<file path="src/key_and_encoder_qualifier_top_macros.svh">
// Assertion macros for the key and encoder qualifier.
// Included by key_and_encoder_qualifier_top.sv; depends on nothing else.
`ifndef KEY_AND_ENCODER_QUALIFIER_TOP_MACROS_SVH
`define KEY_AND_ENCODER_QUALIFIER_TOP_MACROS_SVH

// Same-cycle implication, sampled on the rising clock edge outside reset.
`define KEQ_ASSERT_NOW(label, clk, rst_n, ante, cons) \
    label: assert property (@(posedge clk) disable iff (!rst_n) (ante) |-> (cons)) \
        else $error("keq assertion failed (same cycle)");

// Next-cycle implication, sampled on the rising clock edge outside reset.
`define KEQ_ASSERT_NEXT(label, clk, rst_n, ante, cons) \
    label: assert property (@(posedge clk) disable iff (!rst_n) (ante) |=> (cons)) \
        else $error("keq assertion failed (next cycle)");

`endif

</file>
<file path="src/keq_pkg.sv">
// Shared types, constants and the button mapping for the key and encoder qualifier.
// No dependencies.
`default_nettype none

package keq_pkg;

    localparam int unsigned TIME_W  = 32;
    localparam int unsigned DELAY_W = 16;
    localparam int unsigned CFG_INDEX_W = 2;

    localparam logic [DELAY_W-1:0] DEFAULT_DELAY_MS = 16'd500;

    // Register indexes on the configuration port
    localparam logic [CFG_INDEX_W-1:0] REG_MUTE_BUZZ    = 2'd0;
    localparam logic [CFG_INDEX_W-1:0] REG_REPEAT_DELAY = 2'd1;
    localparam logic [CFG_INDEX_W-1:0] REG_LONG_PRESS   = 2'd2;

    // Key flag bits
    localparam logic [7:0] FLAG_UP   = 8'h01;
    localparam logic [7:0] FLAG_DOWN = 8'h02;
    localparam logic [7:0] FLAG_OK   = 8'h04;
    localparam logic [7:0] FLAG_BACK = 8'h08;

    typedef struct packed {
        logic [7:0]        buttons;
        logic              enc_a;
        logic              enc_b;
        logic              enc_key_n;
        logic              slide_switch;
        logic [TIME_W-1:0] now_ms;
        logic              options_mode;
        logic              clear_keys;
    } in_item_t;

    typedef struct packed {
        logic [7:0] key_flags_out;
        logic       buzz_request;
        logic       switch_state;
    } out_item_t;

    typedef struct packed {
        logic               mute_buzz;
        logic [DELAY_W-1:0] repeat_delay_ms;
        logic [DELAY_W-1:0] long_press_ms;
    } cfg_t;

    // Button byte to key flag byte
    function automatic logic [7:0] map_buttons(input logic [7:0] b);
        logic [7:0] f;
        f[0] = b[4]; // up
        f[1] = b[7]; // down
        f[2] = b[6]; // ok
        f[3] = b[5]; // back
        f[4] = b[1]; // jsl
        f[5] = b[2]; // jsr
        f[6] = b[0]; // l
        f[7] = b[3]; // r
        return f;
    endfunction

endpackage

`default_nettype wire

</file>
<file path="src/keq_core.sv">
// Per-poll key qualification: sticky flags, auto-repeat, encoder decode, long press.
// Depends on keq_pkg.
`default_nettype none

module keq_core
(
    input  wire logic              clk,
    input  wire logic              rst_n,
    input  wire logic              step,
    input  wire keq_pkg::in_item_t item,
    input  wire keq_pkg::cfg_t     cfg,
    output wire keq_pkg::out_item_t result
);

    logic [7:0]                   key_flags_reg, key_flags_next;
    logic                         buttons_held_reg, buttons_held_next;
    logic [keq_pkg::TIME_W-1:0]   repeat_deadline_reg, repeat_deadline_next;
    logic                         enc_a_last_reg;
    logic                         enc_key_last_reg;
    logic [keq_pkg::TIME_W-1:0]   press_deadline_reg, press_deadline_next;

    logic                         pressed;
    logic                         latch;
    logic                         enc_key;
    logic [7:0]                   flags;

    assign pressed = (item.buttons != 8'd0);
    assign enc_key = ~item.enc_key_n;
    assign latch   = pressed &&
                     (!buttons_held_reg || (item.now_ms >= repeat_deadline_reg));

    always_comb
    begin
        flags                = key_flags_reg;
        buttons_held_next    = buttons_held_reg;
        repeat_deadline_next = repeat_deadline_reg;
        press_deadline_next  = press_deadline_reg;

        if (item.clear_keys || item.options_mode)
        begin
            flags = 8'd0;
        end

        if (latch)
        begin
            flags = flags | keq_pkg::map_buttons(item.buttons);
        end

        if (!buttons_held_reg && pressed)
        begin
            buttons_held_next    = 1'b1;
            repeat_deadline_next = item.now_ms +
                {{(keq_pkg::TIME_W-keq_pkg::DELAY_W){1'b0}}, cfg.repeat_delay_ms};
        end
        else if (buttons_held_reg && !pressed)
        begin
            // release drops every flag
            flags             = 8'd0;
            buttons_held_next = 1'b0;
        end

        // falling edge on A: direction from B
        if (enc_a_last_reg && !item.enc_a)
        begin
            flags = flags | (item.enc_b ? keq_pkg::FLAG_DOWN : keq_pkg::FLAG_UP);
        end

        if (enc_key && !enc_key_last_reg)
        begin
            press_deadline_next = item.now_ms +
                {{(keq_pkg::TIME_W-keq_pkg::DELAY_W){1'b0}}, cfg.long_press_ms};
        end
        else if (!enc_key && enc_key_last_reg)
        begin
            flags = flags | ((item.now_ms < press_deadline_reg) ?
                             keq_pkg::FLAG_OK : keq_pkg::FLAG_BACK);
        end

        key_flags_next = flags;
    end

    assign result.key_flags_out = key_flags_next;
    assign result.buzz_request  = latch && item.options_mode && !cfg.mute_buzz;
    assign result.switch_state  = item.slide_switch;

    always_ff @(posedge clk or negedge rst_n)
    begin
        if (!rst_n)
        begin
            key_flags_reg       <= 8'd0;
            buttons_held_reg    <= 1'b0;
            repeat_deadline_reg <= '0;
            enc_a_last_reg      <= 1'b0;
            enc_key_last_reg    <= 1'b0;
            press_deadline_reg  <= '0;
        end
        else if (step)
        begin
            key_flags_reg       <= key_flags_next;
            buttons_held_reg    <= buttons_held_next;
            repeat_deadline_reg <= repeat_deadline_next;
            enc_a_last_reg      <= item.enc_a;
            enc_key_last_reg    <= enc_key;
            press_deadline_reg  <= press_deadline_next;
        end
    end

endmodule

`default_nettype wire

</file>
<file path="src/key_and_encoder_qualifier_top.sv">
// Key and encoder qualifier: one poll in, one qualified key result out.
//
// Input channel (in_valid / in_stall / in_data) carries one poll per transfer:
// button byte, encoder A/B/key pins, slide switch, millisecond time stamp,
// options-mode flag and consumer clear. Output channel (out_valid / out_stall /
// out_data) returns the sticky key flags, a buzz request and the switch level,
// one result per poll, in order.
// Path: a poll accepted into the input register is processed by keq_core from there
// and its result is registered in the output register that drives out_valid/out_data.
// Throughput: one poll per cycle while out_stall does not hold; the flag and
// deadline registers are updated in the same cycle that a poll leaves the input
// register, so the next poll sees them at once.
// Stall: while out_valid is high and out_stall holds, the result register
// and the input register hold and in_stall rises once the input register is full.
// Configuration (cfg_valid / cfg_ready / cfg_index / cfg_data) is always ready;
// write only while the block is idle. Index 3 is ignored.
// Reset: all key state clears, mute_buzz=0, both delays=500 ms, channels empty.
// Depends on keq_pkg, keq_core and key_and_encoder_qualifier_top_macros.svh.
`default_nettype none

`include "key_and_encoder_qualifier_top_macros.svh"

module key_and_encoder_qualifier_top
(
    input  wire logic                          clk,
    input  wire logic                          rst_n,

    input  wire logic                          in_valid,
    output wire logic                          in_stall,
    input  wire keq_pkg::in_item_t             in_data,

    output wire logic                          out_valid,
    input  wire logic                          out_stall,
    output keq_pkg::out_item_t                 out_data,

    input  wire logic                          cfg_valid,
    output wire logic                          cfg_ready,
    input  wire logic [keq_pkg::CFG_INDEX_W-1:0] cfg_index,
    input  wire logic [keq_pkg::DELAY_W-1:0]   cfg_data
);

    keq_pkg::cfg_t       cfg_reg;
    keq_pkg::in_item_t   in_item_reg;
    logic                in_valid_reg;
    keq_pkg::out_item_t  out_item_reg;
    logic                out_valid_reg;
    keq_pkg::out_item_t  result;

    logic                advance;
    logic                in_accept;
    logic                step;
    logic                buzz_shown;

    assign advance   = !out_valid_reg || !out_stall;
    assign in_stall  = in_valid_reg && !advance;
    assign in_accept = in_valid && !in_stall;
    assign step      = in_valid_reg && advance;

    assign out_valid = out_valid_reg;
    assign out_data  = out_item_reg;
    assign cfg_ready = 1'b1;

    assign buzz_shown = out_valid_reg && out_item_reg.buzz_request;

    always_ff @(posedge clk or negedge rst_n)
    begin
        if (!rst_n)
        begin
            cfg_reg.mute_buzz       <= 1'b0;
            cfg_reg.repeat_delay_ms <= keq_pkg::DEFAULT_DELAY_MS;
            cfg_reg.long_press_ms   <= keq_pkg::DEFAULT_DELAY_MS;
        end
        else if (cfg_valid && cfg_ready)
        begin
            unique case (cfg_index)
                keq_pkg::REG_MUTE_BUZZ:    cfg_reg.mute_buzz       <= cfg_data[0];
                keq_pkg::REG_REPEAT_DELAY: cfg_reg.repeat_delay_ms <= cfg_data;
                keq_pkg::REG_LONG_PRESS:   cfg_reg.long_press_ms   <= cfg_data;
                default: ;
            endcase
        end
    end

    always_ff @(posedge clk or negedge rst_n)
    begin
        if (!rst_n)
        begin
            in_valid_reg  <= 1'b0;
            out_valid_reg <= 1'b0;
        end
        else
        begin
            if (in_accept)
            begin
                in_valid_reg <= 1'b1;
            end
            else if (advance)
            begin
                in_valid_reg <= 1'b0;
            end
            if (advance)
            begin
                out_valid_reg <= in_valid_reg;
            end
        end
    end

    // payload registers: load on transfer only
    always_ff @(posedge clk)
    begin
        if (in_accept)
        begin
            in_item_reg <= in_data;
        end
        if (step)
        begin
            out_item_reg <= result;
        end
    end

    keq_core u_core
    (
        .clk    (clk),
        .rst_n  (rst_n),
        .step   (step),
        .item   (in_item_reg),
        .cfg    (cfg_reg),
        .result (result)
    );

    `KEQ_ASSERT_NOW(a_stall_only_when_full, clk, rst_n, in_stall, in_valid_reg)
    `KEQ_ASSERT_NEXT(a_step_gives_result, clk, rst_n, step, out_valid_reg)
    `KEQ_ASSERT_NOW(a_buzz_has_flags, clk, rst_n, buzz_shown, out_item_reg.key_flags_out != 8'd0)

endmodule

`default_nettype wire
</file>
<file path="config.mk">
export PLATFORM = sky130hd
export DESIGN_NAME = key_and_encoder_qualifier_top
export DESIGN_NICKNAME = d
export VERILOG_FILES = /design/src/keq_pkg.sv /design/src/keq_core.sv /design/src/key_and_encoder_qualifier_top.sv
export VERILOG_INCLUDE_DIRS = /design/src /design/src/src
export SDC_FILE = /design/constraint.sdc
export NUM_CORES = 1
export LEC_CHECK = 0
export ABC_AREA = 1
export CELL_PAD_IN_SITES_DETAIL_PLACEMENT = 1
export CELL_PAD_IN_SITES_GLOBAL_PLACEMENT = 1
export CORE_MARGIN = 3
export CORE_UTILIZATION = 53
export CTS_CLUSTER_DIAMETER = 30
export DETAILED_ROUTE_END_ITERATION = 12
export DONT_BUFFER_PORTS = 1
export PLACE_DENSITY_LB_ADDON = 0.1
export SLEW_MARGIN = 10
export SYNTH_ARGS = -nofsm -noshare
export SYNTH_HDL_FRONTEND = slang
export SYNTH_HIERARCHICAL = 1
export SYNTH_SLANG_ARGS = --single-unit
</file>
<file path="constraint.sdc">
create_clock -name clk -period 4.17 [get_ports clk]
set_clock_uncertainty 0.2 [all_clocks]
set_input_delay 0.417 -clock clk [delete_from_list [all_inputs] [get_ports clk]]
set_output_delay 0.417 -clock clk [all_outputs]
set_load 0.02 [all_outputs]
</file>
Word level (Yosys, flattened, before mapping)
Cells that the tools add are included.
Word-level totals
  RAM bits: 0
  register bits after elaboration: 166
  memories kept: 0
  output and inout bits: 13
  bits in read-only memories: 0
  bits in latches: 0
  logic and storage cells: 78
  input bits: 69
Operators by class
  divide/modulo/power cells: 0
  add/subtract/negate cells: 2
  shifts and indexed selects: 0
  order comparisons: 2
  multiplexer cells: 13
  equal/unequal tests: 2
  bitwise gates (word level): 4
  reduce and logical (&&, ||, !) cells: 33
  $mul: 0
Operators by type and width (count)
  $add 32x16->32: 2
  $mux 8: 7
  $ge 32x32->1: 1
  $lt 32x32->1: 1
  $or 8x8->8: 3
  $reduce_and 2->1: 6
  $logic_and 1x1->1: 11
  $logic_not 1->1: 9
  $reduce_bool 8->1: 1
  $mux 1: 4
  $mux 4: 1
  $reduce_bool 2->1: 2
  $logic_or 1x1->1: 3
  $eq 2x1->1 const B: 1
  $eq 2x2->1 const B: 1
  $logic_not 2->1: 1
  $mux 2: 1
  $not 1->1: 1

Longest topological paths before layout
  depth after elaboration: 11
  mapped depth: 19
  mapped depth without buffers: 19

Modules after synthesis
The synthesis kept the hierarchy.
By module, submodules not included
  keq_core: cells an instance 989, area each 6986.7 µm², times used 1, sequential area each 1876.8 µm²
  key_and_encoder_qualifier_top: cells an instance 221, area each 3464.6 µm², times used 1, sequential area each 2572.5 µm²

Least setup slack after synthesis
No wires, ideal clock.
  path kind: register to register
  from: reg out_valid_reg (netlist: out_valid)
  to: reg u_core/press_deadline_reg[1] (netlist bit)
  path buffers: 1
  arrival time: 2132 ps
  period minus slack after synthesis: 2465 ps
  setup time: 133 ps
  slack: 1705 ps
  data required time: 3837 ps
  stages on the path, launching flop included: 11
  path through: dfrtp_1 > nand2_1 > inv_1 > nor2_1 > inv_1 > or2_2 > nor2_2 > inv_1 > clkbuf_1 > nand2_1 > o21ai_0
Between the ends
  word-level cells in the longest chain between the ends: 4
Ends and longest elaborated chain
  start: declaration: line key_and_encoder_qualifier_top.sv:46  | logic out_valid_reg;
  start signal: assignment: line key_and_encoder_qualifier_top.sv:103  | out_valid_reg <= in_valid_reg;
  $logic_not 1->1: line key_and_encoder_qualifier_top.sv:54  | assign advance = !out_valid_reg || !out_stall;
  $logic_or 1x1->1: line key_and_encoder_qualifier_top.sv:54
  $logic_and 1x1->1: line key_and_encoder_qualifier_top.sv:57  | assign step = in_valid_reg && advance;
  net step: line key_and_encoder_qualifier_top.sv:51  | logic step;
  $reduce_and 2->1 (no source line)
  end signal: assignment: line keq_core.sv:104  | press_deadline_reg <= press_deadline_next;
  end: declaration: line keq_core.sv:20  | logic [keq_pkg::TIME_W-1:0] press_deadline_reg, press_deadline_next;
The timed path passes the listed nets, and every way through them passes these cells.
A chain may end at the register's enable or synchronous reset.

==> qor.yml <==
logic_synthesis:
  syn_inst: 1210
  seq_area_frac_synth_pct: 42.6
  ys_seq_elements: 166
  synth_edf_count: 56
  yosys-top-cells-area: "dfrtp_1 23%, edfxtp_1 16%, ha_1 12%"
  ys_warn_count: 6
  synth.most_common_cell: "nand2_1"
  synth_top_cell_by_area: "dfrtp_1"
  syn_area_per_cell_sq_um: 8.64
  synthTopCellsByCount: "298 x nand2_1, 141 x inv_1, 98 x dfrtp_1, 97 x ha_1, 73 x o21ai_0"
  netlist_area_sq_um: 10500
  synth_top_area_share_pct: 23.5
  ys_types: 57
  synth-main-ff-cell: "dfrtp_1"
  synth_nets: 1378
  async_reset_ff_share_pct: 66.3
timing:
  worst_slew_pin_slew_ns: 1.15
  hold_viol_final: 0
  timing.final.crit_share_pct: 76.2
  rsz0062_at_grt: "no"
  drv_slew: 0
  hold_ws_ns: 0.220
  setup-violations-final: 0
  setup_tns_ns: 0
  slew_headroom_pct: 23.4
  fmax_mhz: 315
  period_needed_ns: 3.18
die:
  num_io_pins: 82
  dieArea_sq_um: 21400
  start_util_pct: 55.0
  std_cell_rows: 50
  die_h_um: 146
  die_w_um: 146
  coreArea_sq_um: 19000
power:
  p_leak_uw: 0.00560
  powerDensity_nw_per_um2: 532
  peakVddDrop_mv: 0.268
layout:
  areaGrowthSynthToFinish_pct: 14.6
  fin_nets: 1446
  antennaDiodeCount: 0
  fill_cells: 2227
  largest_register_ffs: 46
  drive_above_1_share_pct: 10.4
worst_setup_path:
  critPathArrivalTime_ns: 3.24
  r2r_start: "in_item_reg[17]"
  max_stage_delay_ns: 0.50
  endpoint_kind: "flop"
  critPathRequiredTime_ns: 4.23
  path_cells: "ha_1, nand4_1, nor3_1, nand2_1, nand2_1, nand2_1, nand2_1, nand2_1, o21ai_0, inv_1, nor2_1"
  crit_family: "simple AND/OR/NAND/NOR gates"
  r2r-end: "out_data[6]"
  path_common_cell: "nand2_1"
  path_class: "reg -> reg"
  rr_worst_depth: 11
  r2r_slack_ns: 0.99
  startpoint_type: "flop"
  slowest_stage: "edfxtp_1"
  cp.buffers_inverters: 1
  cp_max_fo: 8
global_routing:
  first_global_vias: 10200
  antenna_found_initial: 1
  grt_max_degree: 111
  grt_pass1_wl_um: 58700
  track_usage_pct: 35.6
  overflow: 0
clock_tree:
  clockBufferDepth: 2
  ctsHtreeMaxLevel: 4
  clock_sinks: 166
  numCtsBuffers: 17
  post_cts_resized: 0
  post_cts_buffers: 0
  clock_latency_ns: 0.45
  clk_pin_slew_worst_paths_ns: 0.09
  cts.root.buffer_cell: "clkbuf_16"
  ctsHoldBuffers: 74
  cts_tree: "yes"
status:
  status: "completed"
hold_path:
  min_to: "cfg_reg[11]"
  hold_class: "in -> reg"
  hp-start: "cfg_index[1]"
  holdPathStages: 3
run:
  maxCapViolCount: 0
detailed_routing:
  vias: 9362
  wl_um: 37500
  ant_nets: 0
  routedWlPerCell_um: 24.2
  drcViolationCount: 0
  dr.pass1.iters: 5
  first_iter_violations: 861
  avgViaCountPerCell: 6.04
place:
  gp_congestion: 0.923
  port_buffers: 0
  dp_hpwl_um: 23200
-- logic make-up after synthesis --
group	synth area share, %
AND/OR/NAND/NOR	24.5
AO/OA/AOI/OAI	10.6
buffers and inverters	7.53
flip-flops	42.6
adder cells (fa/ha/maj)	12.0
XOR/XNOR	2.77
other	0.0359
-- cell type report --
| type | count | area [sq um] | share of cell area, % |
|---|---|---|---|
| inverter | 151 | 583 | 4.87 |
| clock inverter | 15 | 181 | 1.51 |
| timing repair buffer | 79 | 796 | 6.64 |
| clock buffer | 17 | 425 | 3.55 |
| multi-input combinational | 863 | 5220 | 43.6 |
| sequential | 166 | 4450 | 37.1 |
| tap | 260 | 325 | 2.72 |
-- worst max-delay path by stage --
stage | start | end | cells after the start
2_1_floorplan | out_valid | u_core/press_deadline_reg[1] | 10
3_3_place_gp | in_item_reg[2] | u_core/press_deadline_reg[24] | 14
3_5_place_dp | in_item_reg[2] | u_core/press_deadline_reg[24] | 14
4_1_cts | in_item_reg[2] | u_core/press_deadline_reg[24] | 14
5_1_grt | in_item_reg[17] | out_data[6] | 11
6_report | in_item_reg[17] | out_data[6] | 11
-- where the power goes --
group          leakage (uW)  switching, uW  internal, uW  total, uW
sequential          0.00187            352          2120       2480
combinational       0.00344           1460           793       2250
clock              0.000287            830           812       1640
total               0.00560           2640          3730       6370
-- per-stage QoR --
step / util (%) / power (uW) / std cells / cell area (sq um) / setup WS (ns)
final: 63.0 / 6370 / 1551 / 12000 / 0.993
after detailed placement: 55.8 / 4420 / 1445 / 10600 / 1.27
after floorplan: - / 3810 / 1210 / 10500 / 1.70
after global placement: 55.8 / 4300 / 1445 / 10600 / 1.25
after CTS: 63.0 / 6190 / 1551 / 12000 / 1.24
after global routing: 63.0 / 6740 / 1551 / 12000 / 0.883
-- cell usage in the layout, fill, tap and decap left out, types with 4 or more instances in the layout --
master,instances
a21oi_1,70
a31oi_1,7
edfxtp_1,56
inv_8,5
nand2_1,298
or2_2,4
buf_4,5
o21bai_1,5
nor4_1,6
xnor2_1,10
inv_2,7
xor2_1,23
nand4_1,47
o21a_1,4
dlygate4sd3_1,73
inv_1,140
dfstp_2,12
nor2_1,52
nand2_4,21
dfrtp_1,98
clkbuf_16,17
o21ai_0,73
clkinv_8,5
ha_1,97
o21ai_1,17
nor2_2,4
nand2_2,24
nor3_1,11
nand3_1,49
-- layer usage --
layer | wire (um) | global-route usage [%] | part of all wire, % | up-vias
li1 | - | - | - | 4188
met1 | 16000 | 46.4 | 43 | 4645
met2 | 17700 | 58.5 | 47 | 422
met3 | 2600 | 8.22 | 6.9 | 105
met4 | 1230 | 12.7 | 3.3 | 2
met5 | 8 | 0 | 0.021 | -
-- tightest hold or removal path: cells and delay by family --
kind | cells | cell delay (ns)
AND/OR/NAND/NOR | 3 | 0.42
(Power assumes the default switching activity.)
